### src/design/csv_field_splitter_core_defines.svh
// assertion macros for the csv field splitter
`ifndef CSV_FIELD_SPLITTER_CORE_DEFINES_SVH
`define CSV_FIELD_SPLITTER_CORE_DEFINES_SVH

// same-cycle implication, checked outside reset
`define CSV_FS_ASSERT_NOW(lbl, ante, cons, msg) \
  lbl: assert property (@(posedge clk_i) disable iff (!rst_ni) (ante) |-> (cons)) \
    else $error(msg);

// next-cycle implication, checked outside reset
`define CSV_FS_ASSERT_NEXT(lbl, ante, cons, msg) \
  lbl: assert property (@(posedge clk_i) disable iff (!rst_ni) (ante) |=> (cons)) \
    else $error(msg);

`endif

### src/design/csv_fs_pkg.sv
// shared types and constants of the csv field splitter
package csv_fs_pkg;

  localparam int unsigned BYTE_W    = 8;
  localparam int unsigned MAX_RES   = 3;
  localparam int unsigned RES_CNT_W = 2;
  localparam int unsigned CFG_IDX_W = 1;

  // configuration register indexes
  localparam logic [CFG_IDX_W-1:0] CFG_SEPARATOR = 1'b0;
  localparam logic [CFG_IDX_W-1:0] CFG_QUOTE     = 1'b1;

  localparam logic [BYTE_W-1:0] SEP_RESET   = 8'd44;
  localparam logic [BYTE_W-1:0] QUOTE_RESET = 8'd34;

  localparam logic [BYTE_W-1:0] CH_NUL = 8'd0;
  localparam logic [BYTE_W-1:0] CH_LF  = 8'd10;
  localparam logic [BYTE_W-1:0] CH_CR  = 8'd13;

  // one output word
  typedef struct packed {
    logic [BYTE_W-1:0] data;
    logic              content;
    logic              rec_end;
  } res_t;

  // all words caused by one input word, packed from slot 0 up
  typedef struct packed {
    logic [RES_CNT_W-1:0]     cnt;
    res_t [MAX_RES-1:0]       res;
  } entry_t;

  // queue status seen by the top level
  typedef struct packed {
    logic full;
    logic empty;
  } q_stat_t;

endpackage

### src/design/csv_fs_front.sv
// front end: config registers, line state and byte classification
module csv_fs_front (
  input  logic                             clk_i,
  input  logic                             rst_ni,
  input  logic                             cfg_we_i,
  input  logic [csv_fs_pkg::CFG_IDX_W-1:0] cfg_idx_i,
  input  logic [csv_fs_pkg::BYTE_W-1:0]    cfg_data_i,
  input  logic                             fire_i,
  input  logic [csv_fs_pkg::BYTE_W-1:0]    byte_i,
  input  logic                             has_byte_i,
  input  logic                             line_end_i,
  output logic                             push_o,
  output csv_fs_pkg::entry_t               entry_o
);
  import csv_fs_pkg::*;

  typedef struct packed {
    logic in_quotes;
    logic odd;
    logic field_empty;
    logic stopped;
  } line_st_t;

  typedef struct packed {
    line_st_t st;
    logic     emit;
    res_t     res;
  } dec_t;

  localparam line_st_t LINE_RESET = '{in_quotes: 1'b0, odd: 1'b0,
                                      field_empty: 1'b1, stopped: 1'b0};

  function automatic logic is_stop(input logic [BYTE_W-1:0] c);
    return c inside {CH_NUL, CH_LF, CH_CR};
  endfunction

  function automatic dec_t decide(input line_st_t st, input logic [BYTE_W-1:0] c,
                                  input logic at_end, input logic [BYTE_W-1:0] nxt,
                                  input logic [BYTE_W-1:0] sep,
                                  input logic [BYTE_W-1:0] quote);
    dec_t d;
    logic keep;
    logic closes;
    d      = '{st: st, emit: 1'b0, res: '0};
    keep   = 1'b0;
    closes = at_end || (nxt == sep) || is_stop(nxt);
    if (!st.stopped) begin
      if (st.field_empty && (c == quote)) begin
        // opening or closing quote at the start of a field
        d.st.in_quotes = !st.in_quotes;
        d.st.odd       = 1'b0;
      end else if (st.in_quotes) begin
        keep = 1'b1;
        if (c == quote) begin
          if (!st.odd && closes) begin
            d.st.in_quotes = 1'b0;
            d.st.odd       = 1'b0;
            keep           = 1'b0;
          end else begin
            d.st.odd = !st.odd;
          end
        end
      end else if (c == sep) begin
        d.st.field_empty = 1'b1;
        d.emit           = 1'b1;
      end else if (is_stop(c)) begin
        d.st.stopped = 1'b1;
      end else begin
        keep = 1'b1;
      end
      if (keep) begin
        d.st.field_empty = 1'b0;
        d.emit           = 1'b1;
        d.res.data       = c;
        d.res.content    = 1'b1;
      end
    end
    return d;
  endfunction

  logic [BYTE_W-1:0] sep_q, quote_q;
  logic [BYTE_W-1:0] held_q, held_d;
  logic              held_vld_q, held_vld_d;
  line_st_t          st_q, st_d;

  dec_t              dec_a, dec_b;
  logic              a_en, b_en;
  line_st_t          st_mid;
  logic [BYTE_W-1:0] held_mid;
  logic              held_vld_mid;
  res_t              mark;
  entry_t            ent;
  logic [RES_CNT_W-1:0] n;

  always_ff @(posedge clk_i or negedge rst_ni) begin
    if (!rst_ni) begin
      sep_q   <= SEP_RESET;
      quote_q <= QUOTE_RESET;
    end else if (cfg_we_i) begin
      case (cfg_idx_i)
        CFG_SEPARATOR: sep_q   <= cfg_data_i;
        CFG_QUOTE:     quote_q <= cfg_data_i;
        default: ;
      endcase
    end
  end

  always_comb begin
    // held byte decided against the incoming byte
    a_en         = has_byte_i && held_vld_q;
    dec_a        = decide(st_q, held_q, 1'b0, byte_i, sep_q, quote_q);
    st_mid       = a_en ? dec_a.st : st_q;
    held_mid     = has_byte_i ? byte_i : held_q;
    held_vld_mid = has_byte_i || held_vld_q;
    // at line end the newly held byte is decided against end of line
    b_en         = line_end_i && held_vld_mid;
    dec_b        = decide(st_mid, held_mid, 1'b1, '0, sep_q, quote_q);

    if (line_end_i) begin
      st_d       = LINE_RESET;
      held_d     = '0;
      held_vld_d = 1'b0;
    end else begin
      st_d       = st_mid;
      held_d     = held_mid;
      held_vld_d = held_vld_mid;
    end

    mark = '{data: '0, content: 1'b0, rec_end: 1'b1};
    ent  = '0;
    n    = '0;
    if (a_en && dec_a.emit) begin
      ent.res[n] = dec_a.res;
      n          = n + 1'b1;
    end
    if (b_en && dec_b.emit) begin
      ent.res[n] = dec_b.res;
      n          = n + 1'b1;
    end
    if (line_end_i) begin
      ent.res[n] = mark;
      n          = n + 1'b1;
    end
    ent.cnt = n;
  end

  always_ff @(posedge clk_i or negedge rst_ni) begin
    if (!rst_ni) begin
      st_q       <= LINE_RESET;
      held_q     <= '0;
      held_vld_q <= 1'b0;
    end else if (fire_i) begin
      st_q       <= st_d;
      held_q     <= held_d;
      held_vld_q <= held_vld_d;
    end
  end

  assign push_o  = fire_i && (ent.cnt != '0);
  assign entry_o = ent;

endmodule

### src/design/csv_fs_queue.sv
// small entry queue between front and back end
module csv_fs_queue #(
  parameter int unsigned DEPTH = 4
) (
  input  logic                clk_i,
  input  logic                rst_ni,
  input  logic                push_i,
  input  csv_fs_pkg::entry_t  entry_i,
  input  logic                pop_i,
  output csv_fs_pkg::entry_t  entry_o,
  output csv_fs_pkg::q_stat_t stat_o
);
  import csv_fs_pkg::*;

  localparam int unsigned PTR_W = (DEPTH > 1) ? $clog2(DEPTH) : 1;
  localparam int unsigned CNT_W = $clog2(DEPTH + 1);

  entry_t             slots_q [DEPTH];
  logic [PTR_W-1:0]   wr_ptr_q, rd_ptr_q;
  logic [CNT_W-1:0]   count_q;
  logic               do_push, do_pop;

  function automatic logic [PTR_W-1:0] nxt_ptr(input logic [PTR_W-1:0] p);
    return (p == PTR_W'(DEPTH - 1)) ? '0 : p + 1'b1;
  endfunction

  assign stat_o.full  = (count_q == CNT_W'(DEPTH));
  assign stat_o.empty = (count_q == '0);
  assign do_push      = push_i && !stat_o.full;
  assign do_pop       = pop_i && !stat_o.empty;
  assign entry_o      = slots_q[rd_ptr_q];

  always_ff @(posedge clk_i) begin
    if (do_push) begin
      slots_q[wr_ptr_q] <= entry_i;
    end
  end

  always_ff @(posedge clk_i or negedge rst_ni) begin
    if (!rst_ni) begin
      wr_ptr_q <= '0;
      rd_ptr_q <= '0;
      count_q  <= '0;
    end else begin
      if (do_push) wr_ptr_q <= nxt_ptr(wr_ptr_q);
      if (do_pop)  rd_ptr_q <= nxt_ptr(rd_ptr_q);
      case ({do_push, do_pop})
        2'b10:   count_q <= count_q + 1'b1;
        2'b01:   count_q <= count_q - 1'b1;
        default: ;
      endcase
    end
  end

endmodule

### src/design/csv_fs_back.sv
// back end: steps through the words of one entry onto the output stream
module csv_fs_back (
  input  logic                            clk_i,
  input  logic                            rst_ni,
  input  logic                            avail_i,
  input  csv_fs_pkg::entry_t              entry_i,
  output logic                            pop_o,
  output logic                            m_axis_tvalid,
  input  logic                            m_axis_tready,
  output logic [csv_fs_pkg::BYTE_W-1:0]   m_axis_tdata,
  output logic                            m_axis_tuser,
  output logic                            m_axis_tlast
);
  import csv_fs_pkg::*;

  entry_t               cur_q;
  logic                 vld_q;
  logic [RES_CNT_W-1:0] idx_q;
  res_t                 res;
  logic                 last_slot, fire, done, load;

  assign res       = cur_q.res[idx_q];
  assign last_slot = (idx_q == (cur_q.cnt - 1'b1));
  assign fire      = vld_q && m_axis_tready;
  assign done      = fire && last_slot;
  assign load      = avail_i && (!vld_q || done);
  assign pop_o     = load;

  always_ff @(posedge clk_i) begin
    if (load) cur_q <= entry_i;
  end

  always_ff @(posedge clk_i or negedge rst_ni) begin
    if (!rst_ni) begin
      vld_q <= 1'b0;
      idx_q <= '0;
    end else if (load) begin
      vld_q <= 1'b1;
      idx_q <= '0;
    end else if (done) begin
      vld_q <= 1'b0;
    end else if (fire) begin
      idx_q <= idx_q + 1'b1;
    end
  end

  assign m_axis_tvalid = vld_q;
  assign m_axis_tdata  = res.data;
  assign m_axis_tuser  = res.content;
  assign m_axis_tlast  = res.rec_end;

endmodule

### src/design/csv_field_splitter_core.sv
// top level of the csv field splitter: front end, entry queue, back end
//
//  channel  | dir | tdata         | tuser      | tlast
//  ---------+-----+---------------+------------+-----------
//  s_axis   | in  | in_byte [7:0] | has_byte   | line_end
//  m_axis   | out | out_byte[7:0] | is_content | record_end
//  cfg      | in  | cfg_we_i / cfg_idx_i / cfg_data_i (separator, quote)
//
// one input word is taken per cycle while the entry queue has room; each word
// turns into zero to three output words that leave one per cycle while the
// output port is ready, so the output port sets the rate; a word at line end
// may add up to two more. output words pass the entry queue and the back end.
// reset clears line state, the queue and the output stage; config returns to
// separator 44 and quote 34. either side may stall without blocking the other
// until the queue fills (QUEUE_DEPTH entries).
`include "csv_field_splitter_core_defines.svh"
module csv_field_splitter_core #(
  parameter int unsigned QUEUE_DEPTH = 4
) (
  input  logic                             clk_i,
  input  logic                             rst_ni,
  // config write port
  input  logic                             cfg_we_i,
  input  logic [csv_fs_pkg::CFG_IDX_W-1:0] cfg_idx_i,
  input  logic [csv_fs_pkg::BYTE_W-1:0]    cfg_data_i,
  // input stream
  input  logic                             s_axis_tvalid,
  output logic                             s_axis_tready,
  input  logic [csv_fs_pkg::BYTE_W-1:0]    s_axis_tdata,   // [7:0] in_byte
  input  logic                             s_axis_tuser,   // [0] has_byte
  input  logic                             s_axis_tlast,
  // output stream
  output logic                             m_axis_tvalid,
  input  logic                             m_axis_tready,
  output logic [csv_fs_pkg::BYTE_W-1:0]    m_axis_tdata,   // [7:0] out_byte
  output logic                             m_axis_tuser,   // [0] is_content
  output logic                             m_axis_tlast
);
  import csv_fs_pkg::*;

  logic    s_fire;
  logic    push, pop;
  entry_t  front_entry, head_entry;
  q_stat_t q_stat;

  // front may take a word whenever the queue has a free entry
  assign s_axis_tready = !q_stat.full;
  assign s_fire        = s_axis_tvalid && s_axis_tready;

  csv_fs_front u_front (
    .clk_i      (clk_i),
    .rst_ni     (rst_ni),
    .cfg_we_i   (cfg_we_i),
    .cfg_idx_i  (cfg_idx_i),
    .cfg_data_i (cfg_data_i),
    .fire_i     (s_fire),
    .byte_i     (s_axis_tdata),
    .has_byte_i (s_axis_tuser),
    .line_end_i (s_axis_tlast),
    .push_o     (push),
    .entry_o    (front_entry)
  );

  // words that produce no output never enter the queue
  csv_fs_queue #(
    .DEPTH (QUEUE_DEPTH)
  ) u_queue (
    .clk_i   (clk_i),
    .rst_ni  (rst_ni),
    .push_i  (push),
    .entry_i (front_entry),
    .pop_i   (pop),
    .entry_o (head_entry),
    .stat_o  (q_stat)
  );

  csv_fs_back u_back (
    .clk_i         (clk_i),
    .rst_ni        (rst_ni),
    .avail_i       (!q_stat.empty),
    .entry_i       (head_entry),
    .pop_o         (pop),
    .m_axis_tvalid (m_axis_tvalid),
    .m_axis_tready (m_axis_tready),
    .m_axis_tdata  (m_axis_tdata),
    .m_axis_tuser  (m_axis_tuser),
    .m_axis_tlast  (m_axis_tlast)
  );

  // a record end is always a boundary mark
  `CSV_FS_ASSERT_NOW(a_rec_end_is_mark, m_axis_tvalid && m_axis_tlast, !m_axis_tuser, "record end on content word")
  // boundary marks carry a zero byte
  `CSV_FS_ASSERT_NOW(a_mark_zero_data, m_axis_tvalid && !m_axis_tuser, m_axis_tdata == '0, "mark with nonzero byte")
  // a line end always leaves work behind for the back end
  `CSV_FS_ASSERT_NEXT(a_line_end_queued, s_fire && s_axis_tlast, !q_stat.empty || m_axis_tvalid, "line end lost")

endmodule
### config.mk
export PLATFORM = sky130hd
export DESIGN_NAME = csv_field_splitter_core
export DESIGN_NICKNAME = d
export VERILOG_FILES = /design/src/design/csv_fs_pkg.sv /design/src/design/csv_fs_front.sv /design/src/design/csv_fs_queue.sv /design/src/design/csv_fs_back.sv /design/src/design/csv_field_splitter_core.sv
export VERILOG_INCLUDE_DIRS = /design/src /design/src/design
export SDC_FILE = /design/constraint.sdc
export NUM_CORES = 1
export LEC_CHECK = 0
export BUFFER_PORTS_ARGS = -buffer_cell sky130_fd_sc_hd__buf_4
export CORE_MARGIN = 5
export CORE_UTILIZATION = 65
export DETAILED_ROUTE_END_ITERATION = 12
export HOLD_SLACK_MARGIN = 0.08
export PLACE_DENSITY = 0.94
export SLEW_MARGIN = 30
export SYNTH_ARGS = -nofsm -noshare
export SYNTH_HDL_FRONTEND = slang
export SYNTH_SLANG_ARGS = --single-unit
### constraint.sdc
create_clock -name clk_i -period 11.8 [get_ports clk_i]
set_clock_uncertainty 0.15 [all_clocks]
set_input_delay 2.36 -clock clk_i [delete_from_list [all_inputs] [get_ports clk_i]]
set_output_delay 2.36 -clock clk_i [all_outputs]
set_load 0.005 [all_outputs]
==> results_dict.tcl, run 1 <==
set metrics [dict create \
    cts_tree "yes" \
    postCtsHoldBufs 0 \
    outcome "complete, no violations" \
    cts_sinks 154 \
    cp_slowest_cell "mux2i_2" \
    antennaDiodeCount 0 \
    required_ps 11960 \
    dieWidth_um 115 \
    synth.net_count 516 \
    synth_edf_count 115 \
    r2r_cells 13 \
    async_reset_ff_share_pct 25.3 \
    cts.reportedPaths.clkPinSlew_ps 60 \
    whs_ps 384 \
    grt_pass1_vias 4388 \
    start_kind "primary input" \
    root_buffer "clkbuf_8" \
    clk_latency_ps 520 \
    drc 0 \
    port_buffers 35 \
    rows 38 \
    worstPathCellList "buf_4 -> mux2i_2 -> xnor2_1 -> nor4_1 -> nand2_1 -> nor2_1 -> a21boi_2 -> o21ai_1 -> ha_1 -> nand2_1 -> inv_1 -> nor2_1 -> a31oi_2 -> o22ai_1" \
    core_um2 10800 \
    top_level_ports 36 \
    start_util_pct 66.2 \
    hold_depth 1 \
    syn-cell-area_um2 7140 \
    grt_use_total_pct 24.5 \
    ys_types 57 \
    endpoint_kind "register" \
    grt_pass1_wl_um 24100 \
    grt_max_degree 40 \
    via_count 4233 \
    drv_slew 0 \
    cp_slowest_stage_delay_ps 530 \
    grt_antenna_before_repair 0 \
    postSynthAreaPerCell_um2 14.8 \
    max_cap_violations 0 \
    cellLeakagePower_nw 2.91 \
    peakVddDrop_mv 0.191 \
    worst_slew_pin_slew_ps 693 \
    tns_ps 0 \
    die_h_um 115 \
    drtIter0Drc 460 \
    powerDensity_nw_per_um2 233 \
    hold_violations 0 \
    clockBufferDepth 2 \
    slew_headroom_pct 53.8 \
    ys.warnings.count 0 \
    viasPerCell 6.33 \
    layout-drive-gt1-share_pct 26.7 \
    setup_viol 0 \
    dp_hpwl_um 9650 \
    grt_setup_unrepaired "no" \
    dieArea_um2 13200 \
    wl_um 14700 \
    post_cts_resized 0 \
    h-tree-depth 4 \
    worstHoldPathType "register to register" \
    synth_flop_cell "edfxtp_1" \
    critPathMaxFanout 24 \
    area_delta_synth_final_pct 13.3 \
    overflow 0 \
    period_minus_slack_ps 5390 \
    synth_seq_cells 154 \
    crit_type "primary input to register" \
    postCtsSetupRepairBufs 0 \
    cts_inserted_buffers 17 \
    first_pass_iters 5 \
    route.detailed.wl_per_inst_um 22.0 \
    arrival_ps 5540 \
    antenna_left 0 \
    gp_congestion 0.926 \
    fmax_ghz 0.186 \
    finalNetCount 551 \
    ys_seq_area_share_pct 62.1 \
    min_period_over_period_pct 45.6 \
    synthCells 481 \
]
where the power goes:
| part | switching (mW) | internal, mW | leakage (nW) |
|---|---|---|---|
| Combinational | 0.268 | 0.246 | 1.08 |
| Sequential | 0.102 | 0.728 | 1.55 |
| Clock | 0.211 | 0.329 | 0.280 |
| Total | 0.580 | 1.30 | 2.91 |
Yosys cell counts (4+ instances only):
library cell / number / area, um2
a31oi_1: 6 / 37.5
o21ai_1: 10 / 50.1
inv_1: 13 / 48.8
edfxtp_1: 115 / 3450
mux2i_4: 6 / 135
o31ai_1: 9 / 67.6
mux4_2: 23 / 518
nor3_1: 4 / 20.0
nand2_1: 33 / 124
xor2_1: 13 / 114
xnor2_1: 35 / 307
nand2b_1: 4 / 25.0
buf_2: 4 / 20.0
o21ai_0: 5 / 25.0
dfrtp_1: 33 / 826
dfstp_2: 6 / 158
nor4_1: 7 / 43.8
o22ai_1: 6 / 37.5
and2_1: 6 / 37.5
mux2_2: 18 / 203
nor2_1: 37 / 139
clkbuf_1: 13 / 48.8
ha_1: 10 / 125
mux2i_1: 11 / 110
a21oi_1: 9 / 45.0
critical path, delay by kind of cell:
family | cells | cell delay (ps)
AO/OA/AOI/OAI | 4 | 970
AND/OR/NAND/NOR | 5 | 780
multiplexers | 1 | 530
buffers and inverters | 2 | 480
adder cells (fa/ha/maj) | 1 | 210
XOR/XNOR | 1 | 180
cell families after synthesis:
logic type,synth area share (%)
and+or+nand+nor,8.29
adders and majority gates,2.03
buffers and inverters,2.17
muxes,13.9
AOI/OAI and AO/OA,5.38
DFF,62.1
xor gates and xnor gates,6.12
final timing paths:
| kind | startpoint | endpoint | slack [ps] |
|---|---|---|---|
| setup reg to reg | u_front.held_q[1]$_DFFE_PN0P_ | u_queue.slots_q[2][7]$_DFFE_PP_ | 7750 |
| setup / recovery | s_axis_tuser | u_queue.slots_q[2][7]$_DFFE_PP_ | 6410 |
| hold reg to reg | u_queue.count_q[0]$_DFFE_PN0P_ | u_queue.count_q[0]$_DFFE_PN0P_ | 380 |
| hold / removal | u_queue.count_q[0]$_DFFE_PN0P_ | u_queue.count_q[0]$_DFFE_PN0P_ | 380 |
| min in group asynchronous | rst_ni | u_back.idx_q[0]$_DFFE_PN0P_ | 1650 |
| max in group asynchronous | rst_ni | u_queue.rd_ptr_q[1]$_DFFE_PN0P_ | 9410 |
sequential cells by signal (all words and copies together), names as in the netlist, 3 cells and up:
register         count
u_front.quote_q      8
u_queue.slots_q     92
u_front.held_q       8
u_back.cur_q        23
u_front.st_q         4
u_front.sep_q        8
u_queue.count_q      3
per-layer routing:
metal,track usage [%],wire (um)
met1,33.0,6020
met2,40.2,7430
met3,4.89,888
met4,9.08,381
met5,0,0
placed cells by master, fill, tap and decap left out, types with 3 or more instances in the layout:
cell type,n
edfxtp_1,115
nor2_1,37
buf_4,37
xnor2_1,35
nand2_1,33
dfrtp_1,32
mux4_2,23
mux2_2,18
clkbuf_16,16
inv_1,13
xor2_1,13
mux2i_1,11
o21ai_1,10
ha_1,10
o31ai_1,9
a21oi_1,8
nor4_1,7
mux2i_4,6
a31oi_1,6
o22ai_1,6
dfstp_2,6
o21ai_0,5
nand2b_1,4
nor3_1,4
a21oi_2,4
and2_2,4
clkbuf_1,4
nand4_1,3
bufinv_16,3
cell type report:
| cell class | count | area, um2 |
|---|---|---|
| clock buffers | 22 | 443 |
| clock inverters | 10 | 141 |
| fillers | 596 | 2700 |
| inverters | 15 | 56.3 |
| multi-input cells | 291 | 2560 |
| flip-flops and latches | 154 | 4440 |
| well taps | 140 | 175 |
| repair buffers | 37 | 278 |
per-stage QoR:
stage | worst slack (ps) | cell area, um2 | std cells | power [mW] | util [%]
2_1_floorplan | 6520 | 7140 | 481 | 1.18 | -
3_3_place_gp | 6130 | 7500 | 637 | 1.31 | 69.5
3_5_place_dp | 6010 | 7500 | 637 | 1.35 | 69.5
4_1_cts | 6540 | 8090 | 669 | 1.90 | 74.9
5_1_grt | 6210 | 8090 | 669 | 1.98 | 74.9
6_report | 6410 | 8090 | 669 | 1.88 | 74.9
Power figures use the tool's default switching activity.
==> run 2, diff against run 1 <==
--- a/config.mk
+++ b/config.mk
@@ -6,12 +6,13 @@
 export SDC_FILE = /design/constraint.sdc
 export NUM_CORES = 1
 export LEC_CHECK = 0
+export ABC_AREA = 1
 export BUFFER_PORTS_ARGS = -buffer_cell sky130_fd_sc_hd__buf_4
 export CORE_MARGIN = 5
-export CORE_UTILIZATION = 65
+export CORE_UTILIZATION = 55
 export DETAILED_ROUTE_END_ITERATION = 12
 export HOLD_SLACK_MARGIN = 0.08
-export PLACE_DENSITY = 0.94
+export PLACE_DENSITY = 0.85
 export SLEW_MARGIN = 30
 export SYNTH_ARGS = -nofsm -noshare
 export SYNTH_HDL_FRONTEND = slang
==> constraint.sdc (replaced) <==
create_clock -name clk_i -period 4.8 [get_ports clk_i]
set_clock_uncertainty 0.15 [all_clocks]
set_input_delay 0.96 -clock clk_i [delete_from_list [all_inputs] [get_ports clk_i]]
set_output_delay 0.96 -clock clk_i [all_outputs]
set_load 0.005 [all_outputs]
==> run 2 against run 1 <==
Compared with the run above:
- area after synthesis grew 4.1%
- combinational power rose to 2.7 times the previous value
- sequential power grew 130%
- register-to-register slack worse by 6400 ps
- count of clock-buffer cells in the layout fell by 3
- setup slack got worse by 5100 ps
- total power rose by 150%
- sequential share of layout area is 2.5 points lower
- hold slack worse by 35 ps
- utilization decreased by 11 points
- die area up 21%
- cell count up 48%
- critical endpoint is now u_queue.slots_q[1][19]$_DFFE_PP_
- largest power group unchanged
- highest routed layer unchanged
==> results_dict.tcl, run 2 <==
set metrics [dict create \
    outcome "complete, no violations" \
    h-tree-depth 4 \
    syn-cell-area_um2 7430 \
    grt_pass1_wl_um 25100 \
    drc 0 \
    arrival_ps 3550 \
    synth_top_area_share_pct 46.5 \
    synth_top_cell_by_area "edfxtp_1" \
    postCtsHoldBufs 0 \
    grt_max_degree 50 \
    synth.net_count 802 \
    drtIter0Drc 566 \
    start_kind "primary input" \
    grt_antenna_before_repair 0 \
    postCtsSetupRepairBufs 0 \
    antennaDiodeCount 0 \
    drv_slew 0 \
    largest_reg_flops 92 \
    setup_ws_ps 1290 \
    cellLeakagePower_nw 3.43 \
    synth_seq_cells 154 \
    top_register "u_queue.slots_q" \
    synth_edf_count 115 \
    die_h_um 126 \
    nFillCells 1043 \
    required_ps 4850 \
    setup_viol 0 \
    post_cts_resized 0 \
    ys.warnings.count 0 \
    dp_hpwl_um 10300 \
    endpoint_kind "register" \
    top_level_ports 36 \
    wl_um 15500 \
    crit_type "primary input to register" \
    peakVddDrop_mv 0.200 \
    worstHoldPathType "register to register" \
    fmax_ghz 0.285 \
    core_um2 13200 \
    cts_tree "yes" \
    design_area_um2 8470 \
    critPathMaxFanout 18 \
    route.detailed.wl_per_inst_um 15.7 \
    min_period_over_period_pct 73.0 \
    grt_pass1_vias 5135 \
    powerDensity_nw_per_um2 552 \
    grt_setup_unrepaired "no" \
    antenna_left 0 \
    grt_use_total_pct 20.0 \
    slew_headroom_pct 52.7 \
    finalNetCount 838 \
    dieArea_um2 15900 \
    layout_commonest_cell "nand2_1" \
    start_util_pct 56.1 \
    area_delta_synth_final_pct 14.0 \
    rows 42 \
    netlist_top_cells_area "edfxtp_1 (46%), dfrtp_1 (11%), nand2_1 (7.5%)" \
    placed_area_um2 7870 \
    port_buffers 35 \
    synth_flop_cell "edfxtp_1" \
    hold_violations 0 \
    async_reset_ff_share_pct 25.3 \
    dp_cells 960 \
    instances_no_fill 992 \
    tns_ps 0 \
    reg.largest.list "u_queue.slots_q: 92 flops, u_back.cur_q: 23 flops" \
    gp_congestion 0.985 \
    dieWidth_um 126 \
    ys_seq_area_share_pct 59.7 \
    max_cap_violations 0 \
    period_minus_slack_ps 3510 \
    ys_top_cells_by_count "nand2_1 (149), nor2_1 (120), edfxtp_1 (115)" \
    cts_sinks 154 \
    root_buffer "clkbuf_16" \
    synth_most_common_cell "nand2_1" \
    viasPerCell 5.48 \
    synthCells 767 \
    overflow 0 \
    pre_cts_ws_ps 938 \
    cts.reportedPaths.clkPinSlew_ps 60 \
    layout-drive-gt1-share_pct 14.5 \
    final_cell_mix "nand2_1 (149), nor2_1 (115), edfxtp_1 (115)" \
    via_count 5433 \
    cts_inserted_buffers 17 \
    ys_types 37 \
    first_pass_iters 5 \
    worst_slew_pin_slew_ps 708 \
    clk_latency_ps 420 \
    clockBufferDepth 2 \
    postSynthAreaPerCell_um2 9.69 \
]
-- run 2: cell types whose count changed after synthesis, sizes merged, moves of 19 or more --
cell   delta
o21ai    +68
nand2   +120
o22ai    +26
nor2     +89
xnor2    -24
mux2     -19
inv      +66
mux4     -23
-- run 2: logic make-up (layout without fill, tap and decap cells) --
logic type | Yosys count | in the layout | share of synthesized area [%]
xor gates and xnor gates | 27 | 27 | 3.18
muxes | 1 | 1 | 0.135
buffers and inverters | 107 | 156 | 5.64
AOI/OAI and AO/OA | 140 | 140 | 10.7
DFF | 154 | 154 | 59.7
adders and majority gates | 11 | 11 | 1.95
and+or+nand+nor | 327 | 327 | 18.7
-- run 2: cell type report --
| class | instances | area [um2] | area share (%) |
|---|---|---|---|
| Clock inverter | 13 | 165 | 1.95 |
| Timing Repair Buffer | 43 | 323 | 3.81 |
| Multi-Input combinational cell | 506 | 2590 | 30.6 |
| Inverter | 81 | 304 | 3.59 |
| Clock buffer | 19 | 433 | 5.11 |
| Sequential cell | 154 | 4440 | 52.4 |
| Tap cell | 176 | 220 | 2.60 |
-- run 2: final timing paths --
check | start | end | slack [ps] | cells past startpoint
min | u_queue.count_q[2]$_DFFE_PN0P_ | u_queue.count_q[2]$_DFFE_PN0P_ | 350 | 1
max reg2reg | u_front.held_q[6]$_DFFE_PN0P_ | u_queue.slots_q[1][19]$_DFFE_PP_ | 1390 | 21
max in group asynchronous | rst_ni | u_front.quote_q[5]$_DFFE_PN1P_ | 3750 | 1
min reg2reg | u_queue.count_q[2]$_DFFE_PN0P_ | u_queue.count_q[2]$_DFFE_PN0P_ | 350 | 1
max | s_axis_tuser | u_queue.slots_q[1][19]$_DFFE_PP_ | 1290 | 14
min in group asynchronous | rst_ni | u_queue.rd_ptr_q[0]$_DFFE_PN0P_ | 360 | 1
-- run 2: report_power, final --
group          internal [mW]  leakage, nW  switching, mW
clock                  0.822        0.283          0.529
combinational          0.485         1.61          0.905
sequential              1.78         1.54          0.154
total                   3.09         3.43           1.59
-- run 2: layer usage --
layer	global-route usage, %	wire length [um]	up-vias
met5	0	0	-
met4	7.76	310	0
met3	4.06	957	31
met2	33.8	7860	214
met1	25.6	6410	2523
li1	-	-	2665
-- run 2: worst max-delay path, stage by stage --
cell and delay (ps):
buf_4 190, o21ai_2 330, xor2_1 210, nand4_1 130, nor2_1 260, o21ai_1 130
o21ai_2 80, nand2_1 90, nand2_1 100, inv_2 70, ha_1 310, nor3_2 260
inv_1 90, nor3_1 330
-- run 2: metrics by stage --
step / hold WS [ps] / power [mW] / utilization (%)
final: 349 / 4.68 / 64.0
after global routing: 374 / 4.96 / 64.0
after CTS: 349 / 4.69 / 64.0
after detailed placement: 345 / 3.33 / 59.4
after global placement: 343 / 3.29 / 59.4
after floorplan: 319 / 2.88 / -
==> run 3, diff against run 2 <==
==> constraint.sdc (replaced) <==
create_clock -name clk_i -period 2.81 [get_ports clk_i]
set_clock_uncertainty 0.15 [all_clocks]
set_input_delay 0.562 -clock clk_i [delete_from_list [all_inputs] [get_ports clk_i]]
set_output_delay 0.562 -clock clk_i [all_outputs]
set_load 0.005 [all_outputs]
==> run 3 against run 2 <==
Compared with the run above:
- via count up 20%
- the run now ends with negative setup slack left
- flip-flop and latch count unchanged
- sequential share of layout area fell by 7.6 points
- critical path depth up 2
- cell area is 17% higher
- largest cell class unchanged
- hold slack worse by 120 ps
- global-route usage increased by 3.4 points
- wire length is 39% higher
- sequential power increased by 70%
- clock power increased by 64%
- total power is 89% higher
==> results_dict.tcl, run 3 (same netlist as run 2, synthesis figures left out) <==
set metrics [dict create \
    outcome "finished with violations" \
    violations "negative setup slack" \
    reg.largest.list "u_queue.slots_q: 92 flops, u_back.cur_q: 23 flops" \
    grt_use_total_pct 23.4 \
    die_h_um 126 \
    port_buffers 35 \
    whs_ps 232 \
    setup_ws_ps -265 \
    worstHoldPathType "primary input to register" \
    cp_slowest_cell "dfstp_2" \
    fmax_ghz 0.325 \
    cp_slowest_stage_delay_ps 580 \
    top_level_ports 36 \
    grt_antenna_before_repair 0 \
    dieArea_um2 15900 \
    cts_sinks 154 \
    nFillCells 768 \
    area_delta_synth_final_pct 33.4 \
    crit_type "register to register" \
    first_pass_iters 7 \
    core_um2 13200 \
    grt_max_degree 49 \
    r2r_slack_ps -270 \
    via_count 6519 \
    h-tree-depth 4 \
    top_register "u_queue.slots_q" \
    antenna_left 0 \
    cts_tree "yes" \
    grt_pass1_wl_um 29200 \
    layout-drive-gt1-share_pct 34.2 \
    critPathMaxFanout 7 \
    cts.reportedPaths.clkPinSlew_ps 70 \
    drc 0 \
    multi_input_area_um2 3110 \
    start_kind "register" \
    worstPathCellList "inv_2 -> nand2_2 -> nand4_1 -> nor2_2 -> nand2_2 -> nand2_1 -> nand2_1 -> nand2_2 -> o21ai_2 -> nand3_2 -> buf_6 -> inv_2 -> ha_4 -> nor3_4 -> nand2_4 -> nor2_4" \
    layout_commonest_cell "buf_4" \
    final_cell_mix "buf_4 (135), nand2_1 (126), edfxtp_1 (115)" \
    required_ps 2930 \
    cts_inserted_buffers 17 \
    slew_headroom_pct 51.6 \
    route.detailed.wl_per_inst_um 19.5 \
    hold_violations 0 \
    drtIter0Drc 738 \
    overflow 0 \
    clk_latency_ps 430 \
    power.total_mw 8.85 \
    max_cap_violations 0 \
    path_common_cell "nand2_2" \
    peakVddDrop_mv 0.480 \
    antennaDiodeCount 0 \
    dp_hpwl_um 11900 \
    min_period_over_period_pct 109 \
    worst_slew_pin_slew_ps 724 \
    critical-path-top-delay-family "simple AND/OR/NAND/NOR gates" \
    setup_viol 182 \
    ff_latch_area_um2 4440 \
    grt_pass1_vias 5935 \
    dieWidth_um 126 \
    start_util_pct 56.1 \
    endpoint_kind "register" \
    finalNetCount 948 \
    crit_buf_inv 3 \
    finalCoreUtilization_pct 74.8 \
    clockBufferDepth 2 \
    rows 42 \
    viasPerCell 5.92 \
    period_minus_slack_ps 3080 \
    largest_reg_flops 92 \
    cellLeakagePower_nw 4.06 \
    gp_congestion 0.947 \
    arrival_ps 3190 \
    powerDensity_nw_per_um2 893 \
    drv_slew 0 \
    wl_um 21500 \
    grt_setup_unrepaired "yes" \
    root_buffer "clkbuf_16" \
]
-- run 3: path summary, 6_finish.rpt --
kind	endpoint	startpoint	cells after the start
max reg2reg	u_queue.slots_q[0][15]$_DFFE_PP_	u_front.sep_q[2]$_DFFE_PN1P_	16
min in group asynchronous	u_front.sep_q[4]$_DFFE_PN0P_	rst_ni	2
min reg2reg	u_queue.count_q[2]$_DFFE_PN0P_	u_queue.count_q[2]$_DFFE_PN0P_	1
max	u_queue.slots_q[0][15]$_DFFE_PP_	u_front.sep_q[2]$_DFFE_PN1P_	16
max in group asynchronous	u_front.held_q[1]$_DFFE_PN0P_	rst_ni	2
min	u_front.sep_q[3]$_DFFE_PN1P_	cfg_data_i[3]	3
-- run 3: area by class of cell --
class                           instances  area share, %
Sequential cell                       154           44.8
Multi-Input combinational cell        506           31.3
Timing Repair Buffer                  153           12.9
Clock buffer                           20           4.41
Inverter                               81           3.09
Tap cell                              176           2.22
Clock inverter                         12           1.22
-- run 3: stage by stage --
stage	setup TNS (ps)	worst slack, ps	instance area (um2)	cells
floorplan	-15080	-136	7580	767
global placement	-27910	-269	8690	1047
detailed placement	-40100	-376	8690	1047
CTS	-1940	-95.8	9410	1085
global route	-32370	-402	9910	1102
finish	-17900	-265	9910	1102
-- run 3: worst min-delay path, delay by kind of cell --
kind / cells / cell delay [ps]
AOI/OAI and AO/OA: 1 / 80
buffers and inverters: 2 / 170
-- run 3: timing repair --
action	CTS	global route
pin swaps	17	42
gates resized for setup	27	102
setup endpoints to repair	158	182
endpoints found under the hold margin	33	0
hold buffers	1	0
cloned	0	3
setup buffers	5	15
-- run 3: power by group --
| part | total [mW] | switching (mW) | internal [mW] |
|---|---|---|---|
| logic | 3.34 | 2.04 | 1.30 |
| clock network | 2.22 | 0.920 | 1.30 |
| registers | 3.29 | 0.234 | 3.05 |
-- run 3: routing by layer --
| metal | global-route usage (%) | part of all wire (%) |
|---|---|---|
| met1 | 28.6 | 36 |
| met2 | 39.7 | 50 |
| met4 | 10.0 | 5.5 |
| met3 | 5.67 | 9.1 |
| met5 | 0 | 0 |
